**config.mk**
```make
export PLATFORM = sky130hd
export DESIGN_NAME = selective_repeat_receiver
export DESIGN_NICKNAME = d
export VERILOG_FILES = /design/src/srr_pkg.sv /design/src/selective_repeat_receiver.sv /design/src/srr_ram.sv
export VERILOG_INCLUDE_DIRS = /design/src /design/src/src
export SDC_FILE = /design/constraint.sdc
export NUM_CORES = 1
export LEC_CHECK = 0
export BUFFER_PORTS_ARGS = -buffer_cell sky130_fd_sc_hd__buf_4
export CAP_MARGIN = 20
export CORE_UTILIZATION = 55
export CTS_CLUSTER_DIAMETER = 30
export DETAILED_ROUTE_END_ITERATION = 7
export PLACE_DENSITY = 0.78
export SLEW_MARGIN = 5
export SYNTH_ARGS = -nofsm -noshare
export SYNTH_HDL_FRONTEND = slang
export SYNTH_SLANG_ARGS = --single-unit
```
**constraint.sdc**
```tcl
create_clock -name clk -period 8.7 [get_ports clk]
set_input_delay 1.305 -clock clk [delete_from_list [all_inputs] [get_ports clk]]
set_output_delay 1.305 -clock clk [all_outputs]
set_load 0.1 [all_outputs]
```
**src/selective_repeat_receiver_defines.svh**
```systemverilog
// Assertion macros shared by the selective-repeat receiver RTL.
`ifndef SELECTIVE_REPEAT_RECEIVER_DEFINES_SVH
`define SELECTIVE_REPEAT_RECEIVER_DEFINES_SVH

`ifndef SYNTHESIS
// Invariant checked at every clock edge outside reset.
`define SRR_ASSERT(lbl, clk_s, rst_s, prop, msg) \
  lbl: assert property (@(posedge clk_s) disable iff (rst_s) (prop)) else $error(msg);
// Same-cycle implication checked outside reset.
`define SRR_ASSERT_IMPLY(lbl, clk_s, rst_s, ante, cons, msg) \
  lbl: assert property (@(posedge clk_s) disable iff (rst_s) (ante) |-> (cons)) \
    else $error(msg);
`else
`define SRR_ASSERT(lbl, clk_s, rst_s, prop, msg)
`define SRR_ASSERT_IMPLY(lbl, clk_s, rst_s, ante, cons, msg)
`endif

`endif

```
**src/srr_pkg.sv**
```systemverilog
// Shared constants for the selective-repeat receiver.
`default_nettype none

package srr_pkg;

  localparam int DEPTH   = 256;
  localparam int FRAME_W = 8;
  localparam int REPLY_W = 9;
  localparam int ADDR_W  = $clog2(DEPTH);
  localparam int BASE_W  = $clog2(DEPTH + 1);
  localparam int CMP_W   = (BASE_W > FRAME_W) ? BASE_W : FRAME_W;

  localparam logic REPLY_ACK  = 1'b0;
  localparam logic REPLY_NACK = 1'b1;

endpackage

`default_nettype wire

```
**src/selective_repeat_receiver.sv**
```systemverilog
// Selective-repeat receiver: bitmap RAM, window base tracking and reply register.
// A stale frame is dropped in ST_IDLE; a frame above the base is looked up in the bitmap
// (ST_CHECK) and may post a NACK; an in-order frame walks the base past buffered frames
// in ST_WALK, one RAM read each, and skips the walk when the base reaches DEPTH.
// Each reply waits in ST_REPLY while out_stall holds; in_stall is high outside ST_IDLE.
// Reset (rst, synchronous): set base to 1, clear NACK state, sweep the bitmap in ST_CLEAR.
`default_nettype none
`include "selective_repeat_receiver_defines.svh"

module selective_repeat_receiver
  import srr_pkg::*;
(
  input  wire logic               clk,
  input  wire logic               rst,
  input  wire logic               in_valid,
  output logic                    in_stall,
  input  wire logic [FRAME_W-1:0] frame_number,
  output logic                    out_valid,
  input  wire logic               out_stall,
  output logic                    reply_kind,
  output logic      [REPLY_W-1:0] reply_number
);

  typedef enum logic [2:0] {
    ST_CLEAR,
    ST_IDLE,
    ST_CHECK,
    ST_WALK,
    ST_REPLY
  } state_t;

  localparam logic [BASE_W-1:0] DEPTH_B = BASE_W'(DEPTH);
  localparam logic [CMP_W-1:0]  DEPTH_C = CMP_W'(DEPTH);
  localparam logic [ADDR_W-1:0] LAST_A  = ADDR_W'(DEPTH - 1);

  // Registers
  state_t               state, state_next;
  logic [BASE_W-1:0]    window_base, window_base_next;
  logic [BASE_W-1:0]    nacked_base, nacked_base_next;
  logic [FRAME_W-1:0]   frame_q, frame_q_next;
  logic                 pend_kind, pend_kind_next;
  logic [REPLY_W-1:0]   pend_num, pend_num_next;
  logic [ADDR_W-1:0]    clr_idx, clr_idx_next;

  // Bitmap RAM ports
  logic                 mem_we;
  logic [ADDR_W-1:0]    mem_waddr;
  logic                 mem_wdata;
  logic [ADDR_W-1:0]    mem_raddr;
  logic                 mem_rdata;

  logic [BASE_W-1:0]    base_inc;
  logic [CMP_W-1:0]     frame_x;
  logic [CMP_W-1:0]     base_x;
  logic                 slot_free;

  assign base_inc  = window_base + BASE_W'(1);
  assign frame_x   = CMP_W'(frame_number);
  assign base_x    = CMP_W'(window_base);
  // The reply register can take a new transaction when empty or draining this cycle.
  assign slot_free = !out_valid || !out_stall;

  srr_ram #(
    .DEPTH_P (DEPTH),
    .WIDTH   (1),
    .AW      (ADDR_W)
  ) u_map (
    .clk   (clk),
    .we    (mem_we),
    .waddr (mem_waddr),
    .wdata (mem_wdata),
    .raddr (mem_raddr),
    .rdata (mem_rdata)
  );

  always_comb begin
    state_next       = state;
    window_base_next = window_base;
    nacked_base_next = nacked_base;
    frame_q_next     = frame_q;
    pend_kind_next   = pend_kind;
    pend_num_next    = pend_num;
    clr_idx_next     = clr_idx;
    mem_we           = 1'b0;
    mem_waddr        = clr_idx;
    mem_wdata        = 1'b1;
    mem_raddr        = ADDR_W'(base_inc);
    in_stall         = (state != ST_IDLE);

    case (state)
      ST_CLEAR: begin
        // Sweep the bitmap, one entry per cycle.
        mem_we       = 1'b1;
        mem_wdata    = 1'b0;
        clr_idx_next = clr_idx + ADDR_W'(1);
        if (clr_idx == LAST_A) begin
          state_next = ST_IDLE;
        end
      end
      ST_IDLE: begin
        if (in_valid) begin
          frame_q_next = frame_number;
          if (frame_x < DEPTH_C) begin
            if (frame_x == base_x) begin
              // In-order frame: mark it, advance, and start probing the next entry.
              mem_we           = 1'b1;
              mem_waddr        = ADDR_W'(frame_number);
              window_base_next = base_inc;
              nacked_base_next = '0;
              if (base_inc == DEPTH_B) begin
                pend_kind_next = REPLY_ACK;
                pend_num_next  = REPLY_W'(window_base);
                state_next     = ST_REPLY;
              end else begin
                state_next = ST_WALK;
              end
            end else if (frame_x > base_x) begin
              // Ahead of the base: look up whether it is already buffered.
              mem_raddr  = ADDR_W'(frame_number);
              state_next = ST_CHECK;
            end
          end
        end
      end
      ST_CHECK: begin
        state_next = ST_IDLE;
        if (!mem_rdata) begin
          mem_we    = 1'b1;
          mem_waddr = ADDR_W'(frame_q);
          if (nacked_base != window_base) begin
            nacked_base_next = window_base;
            pend_kind_next   = REPLY_NACK;
            pend_num_next    = REPLY_W'(window_base);
            state_next       = ST_REPLY;
          end
        end
      end
      ST_WALK: begin
        // Read data belongs to the current base.
        if (mem_rdata) begin
          window_base_next = base_inc;
          if (base_inc == DEPTH_B) begin
            pend_kind_next = REPLY_ACK;
            pend_num_next  = REPLY_W'(window_base);
            state_next     = ST_REPLY;
          end
        end else begin
          pend_kind_next = REPLY_ACK;
          pend_num_next  = REPLY_W'(window_base - BASE_W'(1));
          state_next     = ST_REPLY;
        end
      end
      ST_REPLY: begin
        if (slot_free) begin
          state_next = ST_IDLE;
        end
      end
      default: begin
        state_next = ST_IDLE;
      end
    endcase
  end

  always_ff @(posedge clk) begin
    if (rst) begin
      state       <= ST_CLEAR;
      window_base <= BASE_W'(1);
      nacked_base <= '0;
      clr_idx     <= '0;
      out_valid   <= 1'b0;
    end else begin
      state       <= state_next;
      window_base <= window_base_next;
      nacked_base <= nacked_base_next;
      clr_idx     <= clr_idx_next;
      // Load the reply register, or drop the entry once the consumer takes it.
      if (state == ST_REPLY && slot_free) begin
        out_valid    <= 1'b1;
        reply_kind   <= pend_kind;
        reply_number <= pend_num;
      end else if (!out_stall) begin
        out_valid <= 1'b0;
      end
    end
  end

  // Payload registers: no reset needed.
  always_ff @(posedge clk) begin
    frame_q   <= frame_q_next;
    pend_kind <= pend_kind_next;
    pend_num  <= pend_num_next;
  end

  `SRR_ASSERT(a_base_range, clk, rst, (window_base != '0) && (window_base <= DEPTH_B),
              "window base out of range")
  `SRR_ASSERT(a_nack_tracks_base, clk, rst,
              (nacked_base == '0) || (nacked_base == window_base),
              "NACK memory does not match base")
  `SRR_ASSERT_IMPLY(a_nack_nonzero, clk, rst, out_valid && (reply_kind == REPLY_NACK),
                    reply_number != '0, "NACK for frame zero")
  `SRR_ASSERT_IMPLY(a_base_monotonic, clk, rst, !$past(rst),
                    window_base >= $past(window_base), "window base moved backward")

endmodule

`default_nettype wire

```
**src/srr_ram.sv**
```systemverilog
// Generic single-write, single-read synchronous RAM with registered read data.
`default_nettype none

module srr_ram #(
  parameter int DEPTH_P = 256,
  parameter int WIDTH   = 1,
  parameter int AW      = $clog2(DEPTH_P)
) (
  input  wire logic             clk,
  input  wire logic             we,
  input  wire logic [AW-1:0]    waddr,
  input  wire logic [WIDTH-1:0] wdata,
  input  wire logic [AW-1:0]    raddr,
  output logic      [WIDTH-1:0] rdata
);

  logic [WIDTH-1:0] mem [DEPTH_P];

  always_ff @(posedge clk) begin
    if (we) begin
      mem[waddr] <= wdata;
    end
  end

  always_ff @(posedge clk) begin
    rdata <= mem[raddr];
  end

endmodule

`default_nettype wire

```
==> impl_results.html <==
<table>
<tr><th>Metric</th><th>Value</th></tr>
<tr><th colspan="2">Clock tree</th></tr>
<tr><td>Clock tree from TritonCTS</td><td>yes</td></tr>
<tr><td>Clk root buf</td><td>clkbuf_16</td></tr>
<tr><td>Number of setup buffers added after CTS</td><td>0</td></tr>
<tr><td>Hold-fix buffers, CTS</td><td>0</td></tr>
<tr><td>Clock latency of the later-clocked register in the worst-skew pair</td><td>0.62 ns</td></tr>
<tr><td>Total of cells resized after clock tree synthesis</td><td>0</td></tr>
<tr><td>Maximum level of the CTS H-tree</td><td>2</td></tr>
<tr><td>Clock-pin slew reported for the worst setup and hold paths after clock tree synthesis</td><td>0.05 ns</td></tr>
<tr><td>TritonCTS sink count</td><td>315</td></tr>
<tr><td>Inserted Clock Buffers</td><td>59</td></tr>
<tr><td>Maximum number of buffers from clock root to sink</td><td>3</td></tr>
<tr><th colspan="2">Layout</th></tr>
<tr><td>Design area</td><td>17900 sq um</td></tr>
<tr><td>Final net count</td><td>1485</td></tr>
<tr><td>Count of placed standard cells in the final layout, fillers left out</td><td>1889</td></tr>
<tr><td>Layout overhead on the synthesized area</td><td>15.0%</td></tr>
<tr><td>Total inserted antenna cells</td><td>0</td></tr>
<tr><td>Fraction of layout cells with a size suffix above 1</td><td>12.0%</td></tr>
<tr><th colspan="2">Global routing</th></tr>
<tr><td>Overall overflow remaining after global route</td><td>0</td></tr>
<tr><td>Global-route wire length before repair</td><td>65500 um</td></tr>
<tr><td>Aggregate global-route resource usage</td><td>29.9%</td></tr>
<tr><td>Number of antenna violations at the first check in global routing</td><td>0</td></tr>
<tr><td>Pin count of the biggest net entering global routing</td><td>135</td></tr>
<tr><td>Via count of the first global-routing pass</td><td>11600</td></tr>
<tr><th colspan="2">Power</th></tr>
<tr><td>Power per cell area</td><td>224 nW/um^2</td></tr>
<tr><td>IR Drop Worst-Case VDD</td><td>0.000160 V</td></tr>
<tr><td>Flop pwr share</td><td>40.6%</td></tr>
<tr><td>Combinational group share of total power</td><td>1.5%</td></tr>
<tr><td>Net switching power of the design</td><td>0.878 mW</td></tr>
<tr><td>Total power</td><td>4.02 mW</td></tr>
<tr><td>Clk pwr share</td><td>57.8%</td></tr>
<tr><td>Int Pwr</td><td>3.14 mW</td></tr>
<tr><td>Switching part of the total power</td><td>21.8%</td></tr>
<tr><td>Leakage power summed over all cells</td><td>6.06 nW</td></tr>
<tr><th colspan="2">Setup path</th></tr>
<tr><td>Class of the most critical setup path</td><td>input port to flop</td></tr>
<tr><td>Cells on worst reg2reg path</td><td>13</td></tr>
<tr><td>List of cells traversed by the critical path</td><td>buf_4 &gt; inv_1 &gt; ha_1 &gt; inv_1 &gt; a21oi_1 &gt; o211a_1 &gt; o21ai_4 &gt; nand2_1 &gt; buf_4 &gt; a211oi_1 &gt; or4_1 &gt; a31oi_1 &gt; nor4_1 &gt; nor4_1</td></tr>
<tr><td>Peak fanout along the critical path</td><td>37</td></tr>
<tr><td>Critical path data arrival time</td><td>5.81 ns</td></tr>
<tr><td>Type of element capturing the critical path</td><td>flop</td></tr>
<tr><td>Worst path slowest cell</td><td>o211a_1</td></tr>
<tr><td>Kind of launch point of the worst setup path</td><td>input port</td></tr>
<tr><td>Cell family with most CP delay</td><td>compound AO/OA/AOI/OAI gates</td></tr>
<tr><td>Crit-path max cell delay</td><td>0.70 ns</td></tr>
<tr><td>Critical register-to-register path endpoint</td><td>u_map.rdata</td></tr>
<tr><td>R2R Setup Slk</td><td>3.52 ns</td></tr>
<tr><td>Buf+Inv Stages, Crit Path</td><td>4</td></tr>
<tr><td>WP data required</td><td>9.21 ns</td></tr>
<tr><td>Worst flop-to-flop path startpoint</td><td>base_x[2]</td></tr>
<tr><td>CP Launch Point</td><td>frame_number[0]</td></tr>
<tr><th colspan="2">Min path</th></tr>
<tr><td>Hold_sp</td><td>pend_num[3]</td></tr>
<tr><td>Number of instances on the worst hold path</td><td>0</td></tr>
<tr><td>Endpoint, Worst Hold</td><td>reply_number[3]</td></tr>
<tr><td>Worst min-delay path category</td><td>flop to flop</td></tr>
<tr><th colspan="2">Place</th></tr>
<tr><td>Number of port buffers</td><td>23</td></tr>
<tr><td>Weighted congestion reported at the end of routability-driven placement</td><td>0.949</td></tr>
<tr><td>Placed cell area</td><td>15900 sq um</td></tr>
<tr><td>Pre-CTS setup slack</td><td>2.96 ns</td></tr>
<tr><td>Cell Count Post-Placement</td><td>1778</td></tr>
<tr><td>Placed wire-length estimate after detailed placement</td><td>26900 um</td></tr>
<tr><th colspan="2">Detailed routing</th></tr>
<tr><td>Metal2 WL</td><td>20100 um</td></tr>
<tr><td>DRC violations left</td><td>0</td></tr>
<tr><td>Number of nets still failing antenna checks after routing</td><td>0</td></tr>
<tr><td>Total iterations of the first detailed-routing run</td><td>6</td></tr>
<tr><td>Number of violations reported at the end of detailed-routing iteration 0</td><td>1830</td></tr>
<tr><td>Routed met3 length</td><td>5080 um</td></tr>
<tr><td>Vias per inst</td><td>6.63</td></tr>
<tr><td>Vias post-DR</td><td>12500</td></tr>
<tr><td>Total Wirelength</td><td>43500 um</td></tr>
<tr><td>Highest routed layer</td><td>met4</td></tr>
<tr><td>Detailed-route wire length per cell</td><td>23.0 um</td></tr>
<tr><td>Wl on met1</td><td>16300 um</td></tr>
<tr><th colspan="2">Timing</th></tr>
<tr><td>Setup tns final</td><td>0 ns</td></tr>
<tr><td>Final clock period utilization by the worst path</td><td>60.9%</td></tr>
<tr><td>Slew headroom</td><td>24.7%</td></tr>
<tr><td>Worst slew pin tran</td><td>1.10 ns</td></tr>
<tr><td>Worst Skew</td><td>0.0871 ns</td></tr>
<tr><td>Final-report max-slew violation count</td><td>0</td></tr>
<tr><td>RSZ-0062 raised after global routing</td><td>false</td></tr>
<tr><td>Highest clock rate</td><td>189 MHz</td></tr>
<tr><td>Time the worst path needs with I/O delays and setup</td><td>5.30 ns</td></tr>
<tr><td>Count of endpoints failing setup in the final report</td><td>0</td></tr>
<tr><td>Number of hold violations in the final report</td><td>0</td></tr>
<tr><td>Final worst-path setup slack</td><td>3.40 ns</td></tr>
<tr><th colspan="2">Floorplanning</th></tr>
<tr><td>Top Ports</td><td>24</td></tr>
<tr><td>Die Ht</td><td>170 um</td></tr>
<tr><td>Floorplan row count</td><td>61</td></tr>
<tr><td>Core area</td><td>27900 sq um</td></tr>
<tr><td>Area enclosed by the die boundary</td><td>29000 sq um</td></tr>
<tr><td>Die W</td><td>170 um</td></tr>
<tr><td>Starting utilization of the core area</td><td>56.0%</td></tr>
<tr><th colspan="2">Synthesis</th></tr>
<tr><td>Dominant synthesized flop cell</td><td>edfxtp_1</td></tr>
<tr><td>Netlist cell types</td><td>77</td></tr>
<tr><td>Post-Syn Area</td><td>15600 sq um</td></tr>
<tr><td>Number of enable-type register cells in the synthesized netlist</td><td>284</td></tr>
<tr><td>Dominant cells by area after synthesis</td><td>edfxtp_1 55%, nor2_1 7.6%, dfxtp_1 4.0%, nand2_1 3.5%, a211oi_1 2.1%</td></tr>
<tr><td>Biggest area consumer among synthesized cells</td><td>edfxtp_1</td></tr>
<tr><td>Number of standard cells after synthesis</td><td>1472</td></tr>
<tr><td>Portion of the post-synthesis area used by sequential elements</td><td>58.7%</td></tr>
<tr><td>Share of synthesized registers carrying an async set or reset</td><td>0%</td></tr>
<tr><td>Warnings, synthesis</td><td>0</td></tr>
<tr><td>Avg Cell Area, Syn</td><td>10.6 sq um</td></tr>
<tr><td>Yosys top cell area share</td><td>54.7%</td></tr>
<tr><td>Number of storage elements in the synthesis netlist</td><td>315</td></tr>
<tr><td>Post-Syn Nets</td><td>1495</td></tr>
<tr><th colspan="2">Run status</th></tr>
<tr><td>Run status</td><td>complete, no violations</td></tr>
<tr><th colspan="2">Run</th></tr>
<tr><td>Number of violations of the max-capacitance limit</td><td>0</td></tr>
</table>
[synthesized netlist by cell type (4+ instances only)]
| master | n |
|---|---|
| a2111o_1 | 4 |
| a211oi_1 | 43 |
| a21oi_1 | 59 |
| a221o_1 | 12 |
| a22oi_1 | 14 |
| a311o_1 | 8 |
| a311oi_1 | 14 |
| a31oi_1 | 19 |
| a32oi_1 | 4 |
| and3_1 | 40 |
| buf_2 | 27 |
| buf_4 | 9 |
| buf_6 | 5 |
| clkbuf_1 | 67 |
| dfxtp_1 | 31 |
| edfxtp_1 | 284 |
| ha_1 | 11 |
| inv_1 | 21 |
| mux2_2 | 12 |
| mux2i_1 | 25 |
| nand2_1 | 146 |
| nand2b_1 | 5 |
| nand3_1 | 63 |
| nand4_1 | 11 |
| nor2_1 | 314 |
| nor2b_1 | 11 |
| nor3_1 | 15 |
| nor3b_1 | 4 |
| nor4_1 | 8 |
| o2111ai_1 | 5 |
| o211ai_1 | 7 |
| o21ai_0 | 55 |
| o221ai_1 | 13 |
| or3_1 | 9 |
| or4_1 | 5 |
| xnor2_1 | 13 |
| xor2_1 | 12 |
[layout make-up]
type,count,area (sq um)
Clock buffer,62,1490
Clock inverter,48,571
Fill cell,2068,9920
Inverter,22,88.8
Multi-Input combinational cell,1022,5840
Sequential cell,315,9150
Tap cell,378,473
Timing Repair Buffer,42,328
[power groups by stage]
| stage | combinational (mW) | clock, mW | sequential (mW) |
|---|---|---|---|
| 3_3_place_gp | 0.0577 | 0 | 1.66 |
| 4_1_cts | 0.0600 | 2.33 | 1.63 |
| 5_1_grt | 0.0664 | 2.40 | 1.63 |
| 6_report | 0.0616 | 2.32 | 1.63 |
| 3_5_place_dp | 0.0593 | 0 | 1.66 |
| 2_1_floorplan | 0.0379 | 0 | 1.66 |
[worst max-delay path by stage]
stage          depth (start not counted)  slack (ns)             end
2_1_floorplan                          7        3.45  u_map.mem[160]
3_3_place_gp                          14        3.01     u_map.rdata
3_5_place_dp                          14        2.96     u_map.rdata
4_1_cts                               14        3.55     u_map.rdata
5_1_grt                               14        3.22     u_map.rdata
6_report                              14        3.40     u_map.rdata
[logic make-up after synthesis]
logic type | after synthesis | synth area share (%)
muxes | 42 | 3.05
buffers and inverters | 135 | 3.95
adders and majority gates | 11 | 0.883
xor gates and xnor gates | 25 | 1.40
DFF | 315 | 58.7
and+or+nand+nor | 653 | 18.9
AOI/OAI and AO/OA | 291 | 13.1
[layout by cell type, fill, tap and decap left out, drive strengths merged, types with 5 or more instances in the layout]
cell / Yosys / routed
a211oi: 43 / 43
a21oi: 61 / 61
a221o: 12 / 12
a22oi: 14 / 14
a311o: 8 / 8
a311oi: 14 / 14
a31oi: 19 / 19
and3: 40 / 40
buf: 44 / 42
bufinv: 0 / 8
clkbuf: 69 / 62
clkinv: 1 / 24
clkinvlp: 0 / 8
dfxtp: 31 / 31
edfxtp: 284 / 284
ha: 11 / 11
inv: 21 / 30
mux2: 15 / 15
mux2i: 25 / 25
nand2: 149 / 149
nand2b: 5 / 5
nand3: 64 / 64
nand4: 11 / 11
nor2: 317 / 317
nor2b: 11 / 11
nor3: 18 / 18
nor3b: 5 / 5
nor4: 8 / 8
o2111ai: 5 / 5
o211ai: 8 / 8
o21ai: 58 / 58
o221ai: 13 / 13
or3: 9 / 9
or4: 5 / 5
xnor2: 13 / 13
xor2: 12 / 12
[through the flow]
stage	hold slack [ns]	util, %
floorplan	0.426	-
global placement	0.437	56.9
detailed placement	0.445	56.9
CTS	0.454	64.3
global route	0.468	64.4
finish	0.451	64.4
[registers in the layout, summed over array words and instances, names as in the netlist]
register / cells
base_x: 9
clr_idx: 8
frame_q: 8
nacked_base: 9
out_valid: 1
pend_kind: 1
pend_num: 9
reply_kind: 1
reply_number: 9
state: 3
u_map.mem: 256
u_map.rdata: 1
[per-layer routing]
metal	vias to the layer above	track usage, %
li1	5405	-
met1	6023	39.3
met2	934	47.4
met3	169	6.44
met4	0	14.1
met5	-	0
[worst register-to-register path, cell delays in order, from the launching register on]
cell,delay [ns]
dfxtp_1,0.61
inv_1,0.22
ha_1,0.34
and4_1,0.24
a21oi_1,0.11
o211a_1,0.52
o21ai_4,0.75
nand2_1,0.56
buf_4,0.46
a211oi_1,0.31
a311oi_1,0.08
or4_1,0.53
a311oi_1,0.24
nor4_1,0.10
Power figures use the tool's default switching activity.
